File: src/tosrm_pkg.sv
package tosrm_pkg;

	localparam int WINDOW_BYTES = 42;
	localparam int BC_W         = $clog2(WINDOW_BYTES + 1);

	localparam int FIFO_DEPTH = 64;
	localparam int FIFO_AW    = $clog2(FIFO_DEPTH);
	localparam int DESC_DEPTH = 4;
	localparam int DESC_AW    = $clog2(DESC_DEPTH);

	// byte positions that classification and rewrite can ever look at
	localparam int CAP_LO = 12;
	localparam int CAP_HI = 33;

	localparam logic [1:0] KIND_PLAIN = 2'd0;
	localparam logic [1:0] KIND_VLAN  = 2'd1;
	localparam logic [1:0] KIND_PPPOE = 2'd2;
	localparam logic [1:0] KIND_OTHER = 2'd3;

	localparam logic [1:0] VERDICT_DROP = 2'd1;

	localparam logic [1:0] CFG_TOS_VALUE = 2'd0;
	localparam logic [1:0] CFG_TOS_MASK  = 2'd1;
	localparam logic [1:0] CFG_VERDICT   = 2'd2;

	localparam logic [15:0] ET_IPV4  = 16'h0800;
	localparam logic [15:0] ET_VLAN  = 16'h8100;
	localparam logic [15:0] ET_PPPOE = 16'h8864;
	localparam logic [15:0] PPP_IPV4 = 16'h0021;

	localparam logic [BC_W-1:0] OFF_ETH   = BC_W'(14);
	localparam logic [BC_W-1:0] OFF_VLAN  = BC_W'(18);
	localparam logic [BC_W-1:0] OFF_PPPOE = BC_W'(22);
	localparam logic [BC_W-1:0] IP_HDR_BYTES = BC_W'(20);
	localparam logic [BC_W-1:0] TOS_IDX   = BC_W'(1);
	localparam logic [BC_W-1:0] CK_IDX    = BC_W'(10);

	typedef struct packed {
		logic [7:0] frame_byte;
		logic       frame_last;
	} in_item_t;

	typedef struct packed {
		logic [7:0] out_byte;
		logic       out_last;
		logic [1:0] verdict;
		logic [1:0] encap_kind;
	} out_item_t;

	typedef struct packed {
		logic [1:0]  verdict;
		logic [1:0]  kind;
		logic        rewrite;
		logic [7:0]  new_tos;
		logic [15:0] new_ck;
	} desc_t;

	typedef struct packed {
		logic             byte_full;
		logic [DESC_AW:0] desc_cnt;
	} q_stat_t;

	function automatic logic [BC_W-1:0] hdr_off(input logic [1:0] kind);
		logic [BC_W-1:0] off;
		unique case (kind)
			KIND_VLAN:  off = OFF_VLAN;
			KIND_PPPOE: off = OFF_PPPOE;
			default:    off = OFF_ETH;
		endcase
		return off;
	endfunction

endpackage

File: src/ipv4_tos_remark_with_checksum.sv
// IPv4 TOS remarker: takes an Ethernet frame one byte per transfer, finds the IPv4 header
// (byte 14 plain or fallback, 18 behind an 802.1Q tag, 22 inside a PPPoE session),
// rewrites TOS under tos_mask and patches the header checksum incrementally. Bytes of a
// frame come out only once its first 42 bytes (or the whole frame, if shorter) have
// been taken in and its descriptor has been queued; from then on input and output each
// move one byte per cycle while output is popped and input is not held. The front stalls
// input (full) when the 64-entry byte buffer is full or the 4-entry descriptor queue
// between front and back has no room, so frames shorter than the window can cost extra
// cycles when they follow back to back. Frames whose header does not fit in the window
// are passed unchanged with verdict drop. Configuration is accepted every cycle; write
// it only while no frame is in flight.
module ipv4_tos_remark_with_checksum import tosrm_pkg::*; (
	input  logic      clk,
	input  logic      arst_n,
	input  logic      push,
	input  in_item_t  frame,
	output logic      full,
	output logic      empty,
	input  logic      pop,
	output out_item_t result,
	input  logic      cfg_valid,
	output logic      cfg_ready,
	input  logic [1:0] cfg_index,
	input  logic [7:0] cfg_data
);

	q_stat_t          q_stat;
	logic             byte_wr;
	in_item_t         byte_wr_data;
	logic             byte_full;
	logic             desc_push;
	desc_t            desc_data;
	logic             rd_valid;
	in_item_t         rd_data;
	logic             rd_ready;
	logic             desc_pop;
	logic             desc_valid;
	desc_t            desc_head;
	logic [DESC_AW:0] desc_cnt;

	assign q_stat.byte_full = byte_full;
	assign q_stat.desc_cnt  = desc_cnt;

	tosrm_front u_front (
		.clk          (clk),
		.arst_n       (arst_n),
		.push         (push),
		.frame        (frame),
		.full         (full),
		.cfg_valid    (cfg_valid),
		.cfg_ready    (cfg_ready),
		.cfg_index    (cfg_index),
		.cfg_data     (cfg_data),
		.q_stat       (q_stat),
		.byte_wr      (byte_wr),
		.byte_wr_data (byte_wr_data),
		.desc_push    (desc_push),
		.desc_data    (desc_data)
	);

	tosrm_byte_fifo u_byte_fifo (
		.clk      (clk),
		.arst_n   (arst_n),
		.wr       (byte_wr),
		.wr_data  (byte_wr_data),
		.wr_full  (byte_full),
		.rd_valid (rd_valid),
		.rd_data  (rd_data),
		.rd_ready (rd_ready)
	);

	tosrm_desc_fifo u_desc_fifo (
		.clk        (clk),
		.arst_n     (arst_n),
		.push       (desc_push),
		.push_data  (desc_data),
		.pop        (desc_pop),
		.head_valid (desc_valid),
		.head       (desc_head),
		.cnt        (desc_cnt)
	);

	tosrm_back u_back (
		.clk        (clk),
		.arst_n     (arst_n),
		.rd_valid   (rd_valid),
		.rd_data    (rd_data),
		.rd_ready   (rd_ready),
		.desc_valid (desc_valid),
		.desc       (desc_head),
		.desc_pop   (desc_pop),
		.empty      (empty),
		.pop        (pop),
		.result     (result)
	);

endmodule

File: src/tosrm_front.sv
module tosrm_front import tosrm_pkg::*; (
	input  logic              clk,
	input  logic              arst_n,
	input  logic              push,
	input  in_item_t          frame,
	output logic              full,
	input  logic              cfg_valid,
	output logic              cfg_ready,
	input  logic [1:0]        cfg_index,
	input  logic [7:0]        cfg_data,
	input  q_stat_t           q_stat,
	output logic              byte_wr,
	output in_item_t          byte_wr_data,
	output logic              desc_push,
	output desc_t             desc_data
);

	logic [7:0]      tos_value_q;
	logic [7:0]      tos_mask_q;
	logic [1:0]      verdict_code_q;
	logic [BC_W-1:0] byte_count_q;
	logic            flushed_q;
	logic            pend_q;
	logic [BC_W-1:0] pend_n_q;
	logic [7:0]      hb_q [CAP_LO:CAP_HI];

	logic            accept;
	logic            close;
	logic [BC_W-1:0] cnt_n;

	assign cfg_ready = 1'b1;

	always_ff @(posedge clk or negedge arst_n) begin
		if (!arst_n) begin
			tos_value_q    <= '0;
			tos_mask_q     <= '0;
			verdict_code_q <= '0;
		end else if (cfg_valid && cfg_ready) begin
			unique case (cfg_index)
				CFG_TOS_VALUE: tos_value_q    <= cfg_data;
				CFG_TOS_MASK:  tos_mask_q     <= cfg_data;
				CFG_VERDICT:   verdict_code_q <= cfg_data[1:0];
				default: ;
			endcase
		end
	end

	// hold back a byte while the byte buffer is full or a descriptor slot might be missing
	assign full = q_stat.byte_full ||
		(({1'b0, q_stat.desc_cnt} + {{(DESC_AW+1){1'b0}}, pend_q}) >=
		(DESC_AW+2)'(DESC_DEPTH));
	assign accept = push && !full;
	assign cnt_n  = byte_count_q + BC_W'(1);
	assign close  = accept && !flushed_q &&
		((cnt_n == BC_W'(WINDOW_BYTES)) || frame.frame_last);

	assign byte_wr      = accept;
	assign byte_wr_data = frame;

	always_ff @(posedge clk or negedge arst_n) begin
		if (!arst_n) begin
			byte_count_q <= '0;
			flushed_q    <= 1'b0;
			pend_q       <= 1'b0;
		end else begin
			pend_q <= close;
			if (accept) begin
				if (frame.frame_last) begin
					byte_count_q <= '0;
					flushed_q    <= 1'b0;
				end else if (!flushed_q) begin
					byte_count_q <= cnt_n;
					flushed_q    <= close;
				end
			end
		end
	end

	always_ff @(posedge clk) begin
		if (close)
			pend_n_q <= cnt_n;
		if (accept && !flushed_q && byte_count_q >= BC_W'(CAP_LO) &&
				byte_count_q <= BC_W'(CAP_HI))
			hb_q[byte_count_q] <= frame.frame_byte;
	end

	// classify the closed window and work out the new TOS and checksum
	logic [15:0]     et;
	logic [1:0]      kind;
	logic [BC_W-1:0] off;
	logic            rewrite;
	logic [7:0]      old_tos;
	logic [7:0]      new_tos;
	logic [15:0]     hc;
	logic [17:0]     sum;
	logic [16:0]     fold1;
	logic [15:0]     fold2;

	always_comb begin
		et   = {hb_q[12], hb_q[13]};
		kind = KIND_OTHER;
		if (pend_n_q >= BC_W'(14)) begin
			priority if (et == ET_IPV4)
				kind = KIND_PLAIN;
			else if (et == ET_VLAN && pend_n_q >= BC_W'(18) &&
					{hb_q[16], hb_q[17]} == ET_IPV4)
				kind = KIND_VLAN;
			else if (et == ET_PPPOE && pend_n_q >= BC_W'(22) &&
					{hb_q[20], hb_q[21]} == PPP_IPV4)
				kind = KIND_PPPOE;
		end
		off     = hdr_off(kind);
		rewrite = ({1'b0, off} + {1'b0, IP_HDR_BYTES}) <= {1'b0, pend_n_q};
		unique case (kind)
			KIND_VLAN: begin
				old_tos = hb_q[19];
				hc      = {hb_q[28], hb_q[29]};
			end
			KIND_PPPOE: begin
				old_tos = hb_q[23];
				hc      = {hb_q[32], hb_q[33]};
			end
			default: begin
				old_tos = hb_q[15];
				hc      = {hb_q[24], hb_q[25]};
			end
		endcase
		new_tos = (old_tos & ~tos_mask_q) | (tos_value_q & tos_mask_q);
		sum     = {2'b00, ~hc} + {2'b00, 8'hff, ~old_tos} + {10'd0, new_tos};
		fold1   = {1'b0, sum[15:0]} + {15'd0, sum[17:16]};
		fold2   = fold1[15:0] + {15'd0, fold1[16]};
	end

	assign desc_push         = pend_q;
	assign desc_data.verdict = rewrite ? verdict_code_q : VERDICT_DROP;
	assign desc_data.kind    = kind;
	assign desc_data.rewrite = rewrite;
	assign desc_data.new_tos = new_tos;
	assign desc_data.new_ck  = ~fold2;

endmodule

File: src/tosrm_byte_fifo.sv
module tosrm_byte_fifo import tosrm_pkg::*; (
	input  logic     clk,
	input  logic     arst_n,
	input  logic     wr,
	input  in_item_t wr_data,
	output logic     wr_full,
	output logic     rd_valid,
	output in_item_t rd_data,
	input  logic     rd_ready
);

	in_item_t           mem [FIFO_DEPTH];
	logic [FIFO_AW-1:0] wp_q;
	logic [FIFO_AW-1:0] rp_q;
	logic [FIFO_AW:0]   cnt_q;
	logic               dv_q;
	logic               mem_rd;

	assign wr_full  = cnt_q == (FIFO_AW+1)'(FIFO_DEPTH);
	assign mem_rd   = (cnt_q != '0) && (!dv_q || rd_ready);
	assign rd_valid = dv_q;

	always_ff @(posedge clk) begin
		if (wr)
			mem[wp_q] <= wr_data;
		if (mem_rd)
			rd_data <= mem[rp_q];
	end

	always_ff @(posedge clk or negedge arst_n) begin
		if (!arst_n) begin
			wp_q  <= '0;
			rp_q  <= '0;
			cnt_q <= '0;
			dv_q  <= 1'b0;
		end else begin
			if (wr)
				wp_q <= wp_q + FIFO_AW'(1);
			if (mem_rd)
				rp_q <= rp_q + FIFO_AW'(1);
			cnt_q <= cnt_q + (FIFO_AW+1)'(wr) - (FIFO_AW+1)'(mem_rd);
			if (mem_rd)
				dv_q <= 1'b1;
			else if (rd_ready)
				dv_q <= 1'b0;
		end
	end

	a_no_overflow: assert property (@(posedge clk) disable iff (!arst_n)
		wr |-> !wr_full) else $error("byte buffer written while full");
	a_cnt_range: assert property (@(posedge clk) disable iff (!arst_n)
		cnt_q <= (FIFO_AW+1)'(FIFO_DEPTH)) else $error("byte buffer count out of range");
	a_ready_valid: assert property (@(posedge clk) disable iff (!arst_n)
		rd_ready |-> dv_q) else $error("read taken with no data staged");

endmodule

File: src/tosrm_desc_fifo.sv
module tosrm_desc_fifo import tosrm_pkg::*; (
	input  logic             clk,
	input  logic             arst_n,
	input  logic             push,
	input  desc_t            push_data,
	input  logic             pop,
	output logic             head_valid,
	output desc_t            head,
	output logic [DESC_AW:0] cnt
);

	desc_t              slot_q [DESC_DEPTH];
	logic [DESC_AW-1:0] wp_q;
	logic [DESC_AW-1:0] rp_q;
	logic [DESC_AW:0]   cnt_q;

	assign head_valid = cnt_q != '0;
	assign head       = slot_q[rp_q];
	assign cnt        = cnt_q;

	always_ff @(posedge clk) begin
		if (push)
			slot_q[wp_q] <= push_data;
	end

	always_ff @(posedge clk or negedge arst_n) begin
		if (!arst_n) begin
			wp_q  <= '0;
			rp_q  <= '0;
			cnt_q <= '0;
		end else begin
			if (push)
				wp_q <= wp_q + DESC_AW'(1);
			if (pop)
				rp_q <= rp_q + DESC_AW'(1);
			cnt_q <= cnt_q + (DESC_AW+1)'(push) - (DESC_AW+1)'(pop);
		end
	end

	a_desc_room: assert property (@(posedge clk) disable iff (!arst_n)
		push |-> (cnt_q < (DESC_AW+1)'(DESC_DEPTH)) || pop)
		else $error("descriptor queue overflow");

endmodule

File: src/tosrm_back.sv
module tosrm_back import tosrm_pkg::*; (
	input  logic      clk,
	input  logic      arst_n,
	input  logic      rd_valid,
	input  in_item_t  rd_data,
	output logic      rd_ready,
	input  logic      desc_valid,
	input  desc_t     desc,
	output logic      desc_pop,
	output logic      empty,
	input  logic      pop,
	output out_item_t result
);

	logic [BC_W-1:0] pos_q;
	logic            ov_q;
	logic            adv;
	logic [BC_W-1:0] off;
	logic [7:0]      byte_n;

	// a byte moves on only once its frame's descriptor is at the head
	assign adv      = rd_valid && desc_valid && (!ov_q || pop);
	assign rd_ready = adv;
	assign desc_pop = adv && rd_data.frame_last;
	assign empty    = !ov_q;
	assign off      = hdr_off(desc.kind);

	always_comb begin
		byte_n = rd_data.frame_byte;
		if (desc.rewrite) begin
			if (pos_q == off + TOS_IDX)
				byte_n = desc.new_tos;
			else if (pos_q == off + CK_IDX)
				byte_n = desc.new_ck[15:8];
			else if (pos_q == off + CK_IDX + BC_W'(1))
				byte_n = desc.new_ck[7:0];
		end
	end

	always_ff @(posedge clk or negedge arst_n) begin
		if (!arst_n) begin
			pos_q <= '0;
			ov_q  <= 1'b0;
		end else begin
			if (adv) begin
				ov_q <= 1'b1;
				if (rd_data.frame_last)
					pos_q <= '0;
				else if (pos_q != '1)
					pos_q <= pos_q + BC_W'(1);
			end else if (pop) begin
				ov_q <= 1'b0;
			end
		end
	end

	always_ff @(posedge clk) begin
		if (adv) begin
			result.out_byte   <= byte_n;
			result.out_last   <= rd_data.frame_last;
			result.verdict    <= desc.verdict;
			result.encap_kind <= desc.kind;
		end
	end

	a_pop_head: assert property (@(posedge clk) disable iff (!arst_n)
		desc_pop |-> desc_valid) else $error("descriptor released while none held");
	a_pos_restart: assert property (@(posedge clk) disable iff (!arst_n)
		desc_pop |=> pos_q == '0) else $error("byte position not restarted at frame end");

endmodule
File: config.mk
export PLATFORM = sky130hd
export DESIGN_NAME = ipv4_tos_remark_with_checksum
export DESIGN_NICKNAME = d
export VERILOG_FILES = /design/src/tosrm_pkg.sv /design/src/ipv4_tos_remark_with_checksum.sv /design/src/tosrm_front.sv /design/src/tosrm_byte_fifo.sv /design/src/tosrm_desc_fifo.sv /design/src/tosrm_back.sv
export SDC_FILE = /design/constraint.sdc
export NUM_CORES = 1
export LEC_CHECK = 0
export ABC_CLOCK_PERIOD_IN_PS = 10170
export BUFFER_PORTS_ARGS = -buffer_cell sky130_fd_sc_hd__buf_2
export CORE_MARGIN = 2
export CORE_UTILIZATION = 30
export CTS_CLUSTER_SIZE = 8
export DETAILED_ROUTE_END_ITERATION = 12
export SETUP_SLACK_MARGIN = 0.5
export SLEW_MARGIN = 20
export SYNTH_ARGS = -nofsm -noshare
export SYNTH_HDL_FRONTEND = slang
export SYNTH_SLANG_ARGS = --single-unit
File: constraint.sdc
create_clock -name clk -period 10.17 [get_ports clk]
set_clock_uncertainty 0.1 [all_clocks]
set_input_delay 0.5085 -clock clk [delete_from_list [all_inputs] [get_ports clk]]
set_output_delay 0.5085 -clock clk [all_outputs]
set_load 0.02 [all_outputs]
==> results.ini <==
[critical_path]
r2r_end=u_desc_fifo.slot_q[1][15]
crit_arrival_ns=9.37
cp_max_fo=19
required_ns=10.50
reg2reg_setup_slack_ns=1.13
end_kind=register
reg2reg_depth=38
setup.worst_path.start_class=register
crit_type=reg2reg
slowest_delay_ns=0.48
rr_startpoint=u_front.pend_n_q[4]
slowest_stage=or4_4

[floorplanning]
die_w_um=356
die-area_um2=127000
core.rowCount=129
start_util=0.302
dieHeight_um=356
ios=40
core_um2=123000

[sta]
tns_ns=0
relSlewSlack=0.249
fmax_ghz=0.111
setup_viol=0
fin_hold_ws_ns=0.0284
worst_pin_slew_ns=1.13
period_needed_ns=9.04
rsz0062_at_grt=no
hold_viol=0
finalMaxSlewViolations=0
period_share=0.889

[routing]
routed_wl_um=81300
drt_drc_violations_left=0
drt_iter0_drc=1470
via_count=18600
viasPerCell=4.90
antenna_left=0
routedWlPerCell_um=21.4
drt_pass1_iterations=5

[synth]
yosys-top-cells-area=edfxtp_1 68%, mux4_2 13%, dfrtp_1 4.0%
synth-seq-area-share=0.719
yosys.area.top_type_share=0.678
syn_area_per_cell_um2=18.8
yosys.cell_types.count=85
synth_seq_cells=900
synth_flop_cell=edfxtp_1
yosys_warnings=0
netlist_area_um2=37200
synth_edf_count=840
synth_top_family_by_area=multiplexers
synth_xor_area_frac=0.0197
syn_inst=1979
synthSimpleGateAreaFrac=0.0485
synth-compound-area-share=0.0355
syn_nets=2060
async_flop_share=0.0667
synthAdderAreaFrac=0.0202
synth_largest_area_cell=edfxtp_1
synthMuxAreaShare=0.142

[place]
portBuffers=38
place.gp.congestion=0.807
dp_hpwl_um=49400

[hold_path]
hold_class=in2reg
min_to=u_front.tos_mask_q[3]
hold_path_depth=2
hp-start=cfg_data[3]

[clock_network]
cts.htree.levels=4
cts_buffer_depth=3
cts_sinks=900
cts_buffers=130
clockRootBuffer=clkbuf_16
cts.clk_slew.worst_paths_ns=0.05
clk_latency_ns=0.73
tritoncts=yes

[layout]
fillCellCount=11400
diodes=0
area.growth.synth_to_final_pct=16.7
final_net_count=2192
drive_gt1_frac=0.244
final-seq-area_um2=26700
multi_input_comb_area_um2=10100

[power]
peakVddDrop_v=0.000191
powerDensity_nw_per_um2=259
power.leakage_nw=14.0

[grt]
antenna_found_initial=3
globalRouteTotalUtil=0.129
grt_max_degree=125
overflow=0
grt_pass1_vias=19500
grt_pass1_wl_um=123000

[status]
status=completed

[flow_run]
cap_violations=0

==> state kept, by name, indices dropped and copies added (netlist names) <==
| name | flops |
|---|---|
| u_back.ov_q | 1 |
| u_back.pos_q | 6 |
| u_back.result | 13 |
| u_byte_fifo.cnt_q | 7 |
| u_byte_fifo.mem | 576 |
| u_byte_fifo.rd_data | 9 |
| u_byte_fifo.rd_valid | 1 |
| u_byte_fifo.rp_q | 6 |
| u_byte_fifo.wp_q | 6 |
| u_desc_fifo.cnt | 3 |
| u_desc_fifo.rp_q | 2 |
| u_desc_fifo.slot_q | 116 |
| u_desc_fifo.wp_q | 2 |
| u_front.byte_count_q | 6 |
| u_front.desc_push | 1 |
| u_front.flushed_q | 1 |
| u_front.hb_q | 120 |
| u_front.pend_n_q | 6 |
| u_front.tos_mask_q | 8 |
| u_front.tos_value_q | 8 |
| u_front.verdict_code_q | 2 |
==> cell families after synthesis <==
| kind of cell | after synthesis |
|---|---|
| AOI/OAI and AO/OA | 191 |
| xor gates and xnor gates | 79 |
| adders and majority gates | 57 |
| buffers and inverters | 144 |
| DFF | 900 |
| muxes | 254 |
| other | 1 |
| and+or+nand+nor | 353 |
==> synthesized netlist by cell type, types with 9 or more instances <==
master / n
nor3_1: 17
nand2_1: 58
dfrtp_1: 60
and2_1: 12
clkbuf_1: 61
inv_1: 57
nor4b_1: 11
a21oi_1: 40
mux2_2: 19
nor2_1: 134
ha_1: 52
mux2i_1: 17
mux4_2: 218
o21ai_0: 50
xor2_1: 26
xnor2_1: 49
nor4_1: 15
a221o_1: 23
nand2b_1: 9
nand3_1: 23
nand3b_1: 11
buf_1: 21
edfxtp_1: 840
==> cells in the final DEF, fill, tap and decap left out, drive strengths merged, types with 6 or more instances in the layout <==
master       Yosys  final
buf             26     77
ha              52     52
nor4b           11     11
inv             57     63
nor3b            8      8
o21a             7      7
clkinv           0      6
o21ai           59     59
xor2            26     26
nor2b            7      7
nand3b          11     11
edfxtp         840    840
dfrtp           60     60
nor2           136    136
a21oi           41     41
and3             8      8
nand2           58     58
nor3            19     19
a221o           23     23
mux4           218    218
nor4            16     16
xnor2           53     53
nand2b           9      9
a211oi           7      7
mux2            19     19
nand3           23     23
mux2i           17     17
and2            16     16
clkbuf          61    173
nand4            8      8
dlygate4sd3      0      8
a21o             9      9
==> per-layer routing <==
metal | GRT usage | part of all wire
met5 | 0 | 0.00030
met4 | 0.0477 | 0.025
met3 | 0.0340 | 0.066
met2 | 0.204 | 0.48
met1 | 0.171 | 0.43
==> worst max-delay path, delay by kind of cell (launching register included) <==
family / cells / cell delay, ns
simple gates: 14 / 3.46
mux: 1 / 0.15
flops: 1 / 0.41
fa+ha+maj: 6 / 1.64
buf+inv: 5 / 0.65
xor+xnor: 1 / 0.12
compound gates: 11 / 2.20
==> metrics by stage <==
| stage | setup slack [ns] | total power, W | instance area [um2] | instances | utilization |
|---|---|---|---|---|---|
| CTS | 0.563 | 0.0114 | 43100 | 3789 | 0.350 |
| global route | 0.471 | 0.0118 | 43400 | 3801 | 0.352 |
| global placement | 0.690 | 0.00737 | 39300 | 3595 | 0.319 |
| finish | 1.13 | 0.0113 | 43400 | 3801 | 0.352 |
| floorplan | 1.43 | 0.00650 | 37200 | 1979 | - |
| detailed placement | 0.268 | 0.00744 | 39300 | 3595 | 0.319 |
==> worst max-delay path by stage <==
stage	from	cells after the start	to	slack, ns
6_report	u_front.pend_n_q[4]	38	u_desc_fifo.slot_q[1][15]	1.13
5_1_grt	u_front.pend_n_q[4]	38	u_desc_fifo.slot_q[3][15]	0.47
4_1_cts	u_front.hb_q[16][2]	40	u_desc_fifo.slot_q[1][15]	0.56
3_5_place_dp	u_front.pend_n_q[4]	41	u_desc_fifo.slot_q[2][15]	0.27
3_3_place_gp	u_front.pend_n_q[5]	41	u_desc_fifo.slot_q[0][15]	0.69
2_1_floorplan	u_front.hb_q[13][3]	41	u_desc_fifo.slot_q[0][15]	1.43
==> where the power goes <==
group | internal [W] | switching [W] | total (W)
combinational | 0.00127 | 0.00149 | 0.00276
clock | 0.00237 | 0.00153 | 0.00390
sequential | 0.00437 | 0.000228 | 0.00460
total | 0.00801 | 0.00325 | 0.0113
==> area by class of cell <==
type / count / area share
clock buffer: 172 / 0.0798
clock inverter: 13 / 0.00539
inverter: 57 / 0.00502
multi-input combinational: 935 / 0.232
sequential: 900 / 0.616
tap: 1637 / 0.0472
timing repair buffer: 86 / 0.0146
timing repair inverter: 1 / 0.000115
==> repair_timing <==
action | 4_1_cts | 5_1_grt
pin swaps | 0 | 10
endpoints found under the setup margin | 16 | 28
setup buffers | 0 | 10
gates resized for setup | 7 | 35
hold buffers | 8 | 0
endpoints found under the hold margin | 74 | 0
gates cloned | 1 | 1
Power figures use the tool's default switching activity.
